## src/hdl/lhss_pkg.sv

```systemverilog
// Shared widths, codes and constants of the hash suffix search block.
package lhss_pkg;

  localparam int WORD_W = 32;
  localparam int CFG_W  = 31;
  localparam int CODE_W = 8;
  localparam int CHAR_W = 7;
  localparam int IN_W   = 96;
  localparam int OUT_W  = 24;

  localparam logic [CODE_W-1:0] FIRST_CODE = 8'd33;
  localparam logic [CODE_W-1:0] LAST_CODE  = 8'd126;

  localparam logic [WORD_W-1:0] MASK31 = 32'h7FFF_FFFF;
  localparam logic [WORD_W-1:0] TOP11  = 32'h7FF0_0000;
  localparam logic [WORD_W-1:0] TOP3   = 32'h7000_0000;
  localparam logic [WORD_W-1:0] STEP11 = 32'h0010_0000;
  localparam logic [WORD_W-1:0] STEP3  = 32'h1000_0000;
  localparam logic [WORD_W-1:0] LOW6   = 32'd63;

  // Configuration register indexes
  localparam logic CFG_FIRST  = 1'b0;
  localparam logic CFG_SECOND = 1'b1;

endpackage

```

## src/hdl/legacy_hash_suffix_search.sv

```systemverilog
// Three-character suffix search for the 62-bit legacy password hash.
//
// One prefix state enters on the s_ side, and one result leaves on the m_ side for each
// item. Each item runs through a sequencer that drives a single shared hash step unit:
// preparation (target undo, first key, three-bit pruning on two probes), then the outer
// loop over the first character at one code per cycle. Each first character that
// passes the eleven-bit check adds a key setup and a loop over the second character;
// each second character that meets the expected second accumulator adds a key setup
// and a loop over the third. A done state then hands the result to the output
// register, waiting while that register is still full. The block takes no new item until
// the current one is finished; a finished result may wait in the output register meanwhile.
module legacy_hash_suffix_search (
  input  logic                         clk,
  input  logic                         rst,
  // s_tdata: prefix_acc_a [31:0], prefix_acc_b [63:32], prefix_char_sum [95:64]
  input  logic                         s_tvalid,
  output logic                         s_tready,
  input  logic [lhss_pkg::IN_W-1:0]    s_tdata,
  // m_tdata: found [0], suffix_first [7:1], suffix_second [14:8], suffix_third [21:15],
  // zero [23:22]
  output logic                         m_tvalid,
  input  logic                         m_tready,
  output logic [lhss_pkg::OUT_W-1:0]   m_tdata,
  input  logic                         cfg_we,
  input  logic                         cfg_index,
  input  logic [lhss_pkg::CFG_W-1:0]   cfg_data
);

  localparam logic [3:0] S_IDLE = 4'd0;
  localparam logic [3:0] S_PREP = 4'd1;
  localparam logic [3:0] S_GATE = 4'd2;
  localparam logic [3:0] S_PF1  = 4'd3;
  localparam logic [3:0] S_PF2  = 4'd4;
  localparam logic [3:0] S_L1   = 4'd5;
  localparam logic [3:0] S_K2   = 4'd6;
  localparam logic [3:0] S_V2   = 4'd7;
  localparam logic [3:0] S_L2   = 4'd8;
  localparam logic [3:0] S_K3   = 4'd9;
  localparam logic [3:0] S_V3   = 4'd10;
  localparam logic [3:0] S_L3   = 4'd11;
  localparam logic [3:0] S_DONE = 4'd12;

  localparam logic [lhss_pkg::WORD_W-1:0] MUL_STEP = 32'(lhss_pkg::FIRST_CODE);
  localparam logic [lhss_pkg::WORD_W-1:0] MUL_PRE  = 32'(lhss_pkg::FIRST_CODE) - 32'd1;
  localparam logic RANGE_OK = (lhss_pkg::FIRST_CODE <= lhss_pkg::LAST_CODE);

  // Undo one step of the second accumulator, byte by byte with borrow
  function automatic logic [lhss_pkg::CFG_W-1:0] undo_second(
    input logic [lhss_pkg::CFG_W-1:0] ta,
    input logic [lhss_pkg::CFG_W-1:0] tb
  );
    logic [lhss_pkg::WORD_W-1:0] ea;
    logic [lhss_pkg::WORD_W-1:0] eb;
    logic [lhss_pkg::WORD_W-1:0] val;
    logic [7:0] prev;
    logic [8:0] diff;
    logic       brw;
    ea   = {1'b0, ta};
    eb   = {1'b0, tb};
    val  = '0;
    prev = '0;
    brw  = 1'b0;
    for (int k = 0; k < 4; k++) begin
      diff = {1'b0, eb[8*k +: 8]} - {1'b0, prev ^ ea[8*k +: 8]} - {8'd0, brw};
      brw  = diff[8];
      prev = diff[7:0];
      val[8*k +: 8] = diff[7:0];
    end
    return val[lhss_pkg::CFG_W-1:0];
  endfunction

  logic [3:0] state;

  logic [lhss_pkg::CFG_W-1:0]  target_first_word;
  logic [lhss_pkg::CFG_W-1:0]  target_second_word;
  logic [lhss_pkg::CFG_W-1:0]  exp_b;
  logic [lhss_pkg::WORD_W-1:0] g2a, g2b, g3a, g3b;

  logic [lhss_pkg::WORD_W-1:0] a0, b0, s0, k0, v0;
  logic [lhss_pkg::WORD_W-1:0] a1, b1, s1, k1, v1;
  logic [lhss_pkg::WORD_W-1:0] a2, b2, s2, k2, v2;
  logic [lhss_pkg::WORD_W-1:0] x;
  logic [lhss_pkg::CODE_W-1:0] c1, c2, c3;
  logic                        pass;
  logic                        found_r;

  logic                        out_found;
  logic [lhss_pkg::CHAR_W-1:0] out_first, out_second, out_third;

  // Shared hash step unit
  logic [lhss_pkg::WORD_W-1:0] a_in, b_prev, b_out;
  logic [lhss_pkg::WORD_W-1:0] sh, base, p0, p1, mask, step, ga, gb;
  logic                        coarse;
  logic                        hit;

  always_comb begin
    coarse = 1'b0;
    b_prev = b0;
    a_in   = a0 ^ v0;
    case (state)
      S_PF1, S_PF2: begin
        coarse = 1'b1;
        a_in   = x;
      end
      S_L2: begin
        a_in   = a1 ^ v1;
        b_prev = b1;
      end
      S_L3: begin
        a_in   = a2 ^ v2;
        b_prev = b2;
      end
      default: begin
        a_in   = a0 ^ v0;
      end
    endcase
    mask  = coarse ? lhss_pkg::TOP3 : lhss_pkg::TOP11;
    step  = coarse ? lhss_pkg::STEP3 : lhss_pkg::STEP11;
    ga    = coarse ? g3a : g2a;
    gb    = coarse ? g3b : g2b;
    b_out = b_prev + ((b_prev << 8) ^ a_in);
    sh    = a_in << 8;
    base  = a_in ^ (b_out << 8);
    p1    = ((base ^ (sh + step)) + b_out) & mask;
    p0    = ((base ^ sh) + b_out) & mask;
    hit   = (p0 == ga) || (p0 == gb) || (p1 == ga) || (p1 == gb);
  end

  logic match2, match3;
  assign match2 = (b_out[lhss_pkg::CFG_W-1:0] == exp_b);
  assign match3 = (a_in[lhss_pkg::CFG_W-1:0] == target_first_word) &&
                  (b_out[lhss_pkg::CFG_W-1:0] == target_second_word);

  assign s_tready = (state == S_IDLE);
  assign m_tdata  = {2'b00, out_third, out_second, out_first, out_found};

  always_ff @(posedge clk) begin
    if (rst) begin
      state              <= S_IDLE;
      m_tvalid           <= 1'b0;
      target_first_word  <= '0;
      target_second_word <= '0;
      found_r            <= 1'b0;
      pass               <= 1'b0;
    end else begin
      if (cfg_we) begin
        case (cfg_index)
          lhss_pkg::CFG_FIRST:  target_first_word  <= cfg_data;
          lhss_pkg::CFG_SECOND: target_second_word <= cfg_data;
          default: ;
        endcase
      end

      // the done state refills the output register itself
      if (m_tvalid && m_tready && (state != S_DONE)) begin
        m_tvalid <= 1'b0;
      end

      case (state)
        S_IDLE: begin
          if (s_tvalid) begin
            a0      <= s_tdata[31:0];
            b0      <= s_tdata[63:32];
            s0      <= s_tdata[95:64];
            found_r <= 1'b0;
            pass    <= 1'b0;
            state   <= S_PREP;
          end
        end
        S_PREP: begin
          exp_b <= undo_second(target_first_word, target_second_word);
          k0    <= (a0 & lhss_pkg::LOW6) + s0;
          state <= S_GATE;
        end
        S_GATE: begin
          g2a   <= {1'b0, exp_b} & lhss_pkg::TOP11;
          g2b   <= ({1'b0, exp_b} - lhss_pkg::STEP11) & lhss_pkg::TOP11;
          g3a   <= {1'b0, exp_b} & lhss_pkg::TOP3;
          g3b   <= (({1'b0, exp_b} & lhss_pkg::TOP11) + lhss_pkg::STEP3) & lhss_pkg::TOP3;
          v0    <= k0 * MUL_STEP + (a0 << 8);
          x     <= a0 ^ (k0 * MUL_PRE + (a0 << 8));
          state <= S_PF1;
        end
        S_PF1: begin
          pass  <= hit;
          x     <= x + lhss_pkg::STEP11;
          state <= S_PF2;
        end
        S_PF2: begin
          c1 <= lhss_pkg::FIRST_CODE;
          if ((pass || hit) && RANGE_OK) begin
            state <= S_L1;
          end else begin
            state <= S_DONE;
          end
        end
        S_L1: begin
          if (hit) begin
            a1    <= a_in;
            b1    <= b_out;
            s1    <= s0 + {24'd0, c1};
            state <= S_K2;
          end else if (c1 == lhss_pkg::LAST_CODE) begin
            state <= S_DONE;
          end else begin
            c1 <= c1 + 8'd1;
            v0 <= v0 + k0;
          end
        end
        S_K2: begin
          k1    <= (a1 & lhss_pkg::LOW6) + s1;
          state <= S_V2;
        end
        S_V2: begin
          v1    <= k1 * MUL_STEP + (a1 << 8);
          c2    <= lhss_pkg::FIRST_CODE;
          state <= S_L2;
        end
        S_L2: begin
          if (match2) begin
            a2    <= a_in;
            b2    <= b_out;
            s2    <= s1 + {24'd0, c2};
            state <= S_K3;
          end else if (c2 != lhss_pkg::LAST_CODE) begin
            c2 <= c2 + 8'd1;
            v1 <= v1 + k1;
          end else if (c1 == lhss_pkg::LAST_CODE) begin
            state <= S_DONE;
          end else begin
            // second loop spent: resume the outer loop
            c1    <= c1 + 8'd1;
            v0    <= v0 + k0;
            state <= S_L1;
          end
        end
        S_K3: begin
          k2    <= (a2 & lhss_pkg::LOW6) + s2;
          state <= S_V3;
        end
        S_V3: begin
          v2    <= k2 * MUL_STEP + (a2 << 8);
          c3    <= lhss_pkg::FIRST_CODE;
          state <= S_L3;
        end
        S_L3: begin
          if (match3) begin
            found_r <= 1'b1;
            state   <= S_DONE;
          end else if (c3 != lhss_pkg::LAST_CODE) begin
            c3 <= c3 + 8'd1;
            v2 <= v2 + k2;
          end else if (c2 != lhss_pkg::LAST_CODE) begin
            c2    <= c2 + 8'd1;
            v1    <= v1 + k1;
            state <= S_L2;
          end else if (c1 != lhss_pkg::LAST_CODE) begin
            c1    <= c1 + 8'd1;
            v0    <= v0 + k0;
            state <= S_L1;
          end else begin
            state <= S_DONE;
          end
        end
        S_DONE: begin
          // hold until the output register is free
          if (!m_tvalid || m_tready) begin
            m_tvalid   <= 1'b1;
            out_found  <= found_r;
            out_first  <= found_r ? c1[lhss_pkg::CHAR_W-1:0] : '0;
            out_second <= found_r ? c2[lhss_pkg::CHAR_W-1:0] : '0;
            out_third  <= found_r ? c3[lhss_pkg::CHAR_W-1:0] : '0;
            state      <= S_IDLE;
          end
        end
        default: begin
          state <= S_IDLE;
        end
      endcase
    end
  end

endmodule

```

## config.mk

```make
export PLATFORM = sky130hd
export DESIGN_NAME = legacy_hash_suffix_search
export DESIGN_NICKNAME = d
export VERILOG_FILES = /design/src/hdl/lhss_pkg.sv /design/src/hdl/legacy_hash_suffix_search.sv
export SDC_FILE = /design/constraint.sdc
export NUM_CORES = 2
export LEC_CHECK = 0
export ABC_AREA = 1
export BUFFER_PORTS_ARGS = -buffer_cell sky130_fd_sc_hd__buf_2
export CAP_MARGIN = 10
export CORE_MARGIN = 3
export CORE_UTILIZATION = 34
export DETAILED_ROUTE_END_ITERATION = 8
export PLACE_DENSITY = 0.63
export SYNTH_ARGS = -nofsm -noshare
export SYNTH_HDL_FRONTEND = slang
export SYNTH_SLANG_ARGS = --single-unit
```

## constraint.sdc

```tcl
create_clock -name clk -period 10 [get_ports clk]
set_clock_uncertainty 0.2 [all_clocks]
set_input_delay 2.5 -clock clk [delete_from_list [all_inputs] [get_ports clk]]
set_output_delay 2.5 -clock clk [all_outputs]
set_load 0.01 [all_outputs]
```

==> results.cfg <==
[sta]
fin_crit_sh_pct = 91.5
slew_headroom_pct = 16.9
maxSlewViolCount = 0
fin_crit_ns = 9.15
rsz0062_at_grt = false
worst_slew_pin_slew_ns = 1.25
tns_ns = 0
timing.hold.ws_ns = 0.297
clock.fmax_ghz = 0.109
setup_viol = 0
hold_viol = 0

[critical_path]
cp.buffers_inverters = 9
cpMaxStageDelayCell = fa_1
cp_max_fo = 3
cp.required_ns = 10.20
path_delay_family = adder cells
criticalPathCategory = reg -> reg
cp_slowest_stage_delay_ns = 0.47
cpMostUsedCell = nor2_1
r2r_slack_ns = 0.85
cp_data_arrival_time_ns = 9.35
crit_path_end_kind = flip-flop
startpoint_type = flip-flop

[detailed_routing]
wl_per_cell_microns = 20.7
drc_errors = 0
vias = 40100
viasPerCell = 5.08
wl_microns = 163000
drt-initial-drc-count = 3240
first_pass_iters = 6
postRouteAntennaNets = 0

[yosys]
yosys_most_used_dff = edfxtp_1
async_flop_share_pct = 0
synth_xor_area_share_pct = 10.3
synth-simple-area-share_pct = 18.4
synth_seq_cells = 667
syn_avg_cell_area_sq_um = 8.72
ys_types = 70
synth_area_sq_um = 49700
muxShareOfSynthArea_pct = 0.0201
synth_fa_ha_area_share_pct = 15.6
netlist_instances = 5705
synth_edf_count = 598
synth_compound_area_share_pct = 8.89
ys_seq_area_share_pct = 38.9
synth_top_family_by_area = simple AND/OR/NAND/NOR gates
ys_warn_count = 0

[global_route]
grt_pass1_vias = 38900
grt_usage_pct = 21.4
overflow = 0
grt_max_degree = 66
antenna_found_initial = 7
grt_pass1_wl_microns = 243000

[cells_and_area]
syn2layout_area_growth_pct = 12.1
nFillCells = 14400
num-nets-final = 6629
fin_util_pct = 38.6
layout-drive-gt1-share_pct = 8.57

[status]
outcome = completed

[die]
core_sq_um = 145000
die_w_microns = 389
rows = 139
die-height_microns = 389
num_io_pins = 159
start_util_pct = 34.4
die-area_sq_um = 151000

[placed_design]
portBuffers = 153
hpwl_microns = 133000
gp_congestion = 0.981

[cts]
tritoncts = done
cts_sinks = 667
cts_setup_buffers = 0
htree_levels = 3
clock_latency_ns = 0.69
clk_pin_slew_worst_paths_ns = 0.06
cts_buffers = 76
cts_hold_buf = 0
cts_buffer_depth = 3
root_buffer = clkbuf_16

[worst_hold_path]
hp-class = reg -> reg

[flow_run]
drv_cap = 0
tightest hold or removal path: cells and delay by family (launching register included):
family,cells,cell delay (ns)
AOI/OAI and AO/OA,1,0.06
buffers and inverters,1,0.07
DFF,1,0.32
cells in the final DEF (no fill, tap or decap), types with 11 or more instances in the layout:
cell,count
nand2_4,17
ha_1,484
a31oi_1,15
edfxtp_1,598
o22ai_1,15
nand4_1,88
nand2_2,50
dfxtp_1,69
a21o_1,15
xor2_1,374
nand3b_1,17
nand2_1,1029
a211oi_1,25
nor2_1,359
nor3_1,65
a21oi_1,377
clkbuf_1,14
buf_4,62
o31ai_1,11
nor2_2,14
inv_1,928
buf_2,153
nand3_1,315
clkbuf_16,77
fa_1,86
nor2_4,11
o21bai_1,23
nand3_2,14
o21ai_0,259
inv_2,16
nor4_1,35
or2_2,21
xnor2_1,194
path summary, 6_finish.rpt:
check | end | startpoint | cells past startpoint
worst max-delay path | exp_b[30] | target_second_word[0] | 52
worst min-delay path | target_second_word[3] | target_second_word[3] | 2
worst max register to register | exp_b[30] | target_second_word[0] | 52
worst min register to register | target_second_word[3] | target_second_word[3] | 2
cells by family after synthesis:
group,after synthesis
multiplexers,1
flip-flops,667
AND/OR/NAND/NOR,2062
adder cells (fa/ha/maj),570
AO/OA/AOI/OAI,804
XOR/XNOR,575
buffers and inverters,1025
other,1
registers in the layout, indices dropped and copies added, names as in the netlist, 11 cells and up:
signal and cells:
a0 31, k0 31, a2 31, s1 31
b1 31, b2 31, k1 31, k2 31
b0 31, x 31, v1 31, s0 31
s2 31, a1 31, v0 31, target_first_word 31
v2 31, g2b 11, target_second_word 31, exp_b 31
through the flow:
step | instance area, sq um | std cells | worst slack (ns)
finish | 55800 | 7889 | 0.852
global route | 55800 | 7888 | 0.0438
CTS | 55800 | 7888 | 0.594
detailed placement | 53200 | 7751 | 0.674
global placement | 53200 | 7751 | 0.591
floorplan | 49800 | 5706 | 0.525
cell type report:
cell class,count,area [sq um],share of cell area (%)
clock buffer,94,2020,3.62
inverter,947,3560,6.38
tap,1903,2380,4.27
multi-input combinational,4014,26600,47.7
sequential,667,19300,34.7
timing repair buffer,220,1330,2.39
antenna,1,2.50,0.00449
clock inverter,43,533,0.956
metal layers:
| layer | part of all wire (%) | wire [microns] | up-vias | track usage [%] |
|---|---|---|---|---|
| li1 | - | - | 19400 | - |
| met1 | 45 | 74100 | 19100 | 29.6 |
| met2 | 45 | 72800 | 1255 | 34.1 |
| met3 | 6.1 | 9890 | 257 | 2.61 |
| met4 | 3.9 | 6430 | 4 | 8.47 |
| met5 | 0.010 | 17 | - | 0 |
Yosys cell counts, drive strengths merged (2+ instances only):
library cell  count  area share [%]
nor4b             2           0.035
dfxtp            69             2.8
nand3           329             3.5
nor3b             3           0.045
a22o              4           0.070
clkinv            4           0.033
nor2            385             3.1
o221ai            2           0.035
clkbuf           50            0.38
a31oi            15            0.19
o21bai           23            0.35
o22ai            15            0.19
a211oi           25            0.38
edfxtp          598              36
xor2            377             6.7
a21o             15            0.23
and3              2           0.025
nand3b           17            0.26
o21ai           271             2.8
nand4            89             1.1
nor4             39            0.49
a21boi            5           0.083
o2111ai           7            0.12
ha              484              12
o31ai            11            0.17
nor3             71            0.72
o32ai             4           0.070
fa               86             3.5
nand2          1097             8.8
o211ai            4           0.060
buf              28            0.32
a221oi            4           0.070
and2              5           0.063
o21a              6           0.091
inv             943             7.1
a21oi           384             3.9
or2              21            0.26
xnor2           198             3.5
a22oi             3           0.045
a211o             2           0.035
repair_timing:
| action | CTS | global route |
|---|---|---|
| resized for setup | 0 | 5 |
| endpoints found under the hold margin | 0 | 0 |
| setup endpoints to repair | 0 | 1 |
Power is left out: the tool's default activity adds up to more than one toggle a clock period on the data nets, which glitch-free logic cannot reach.
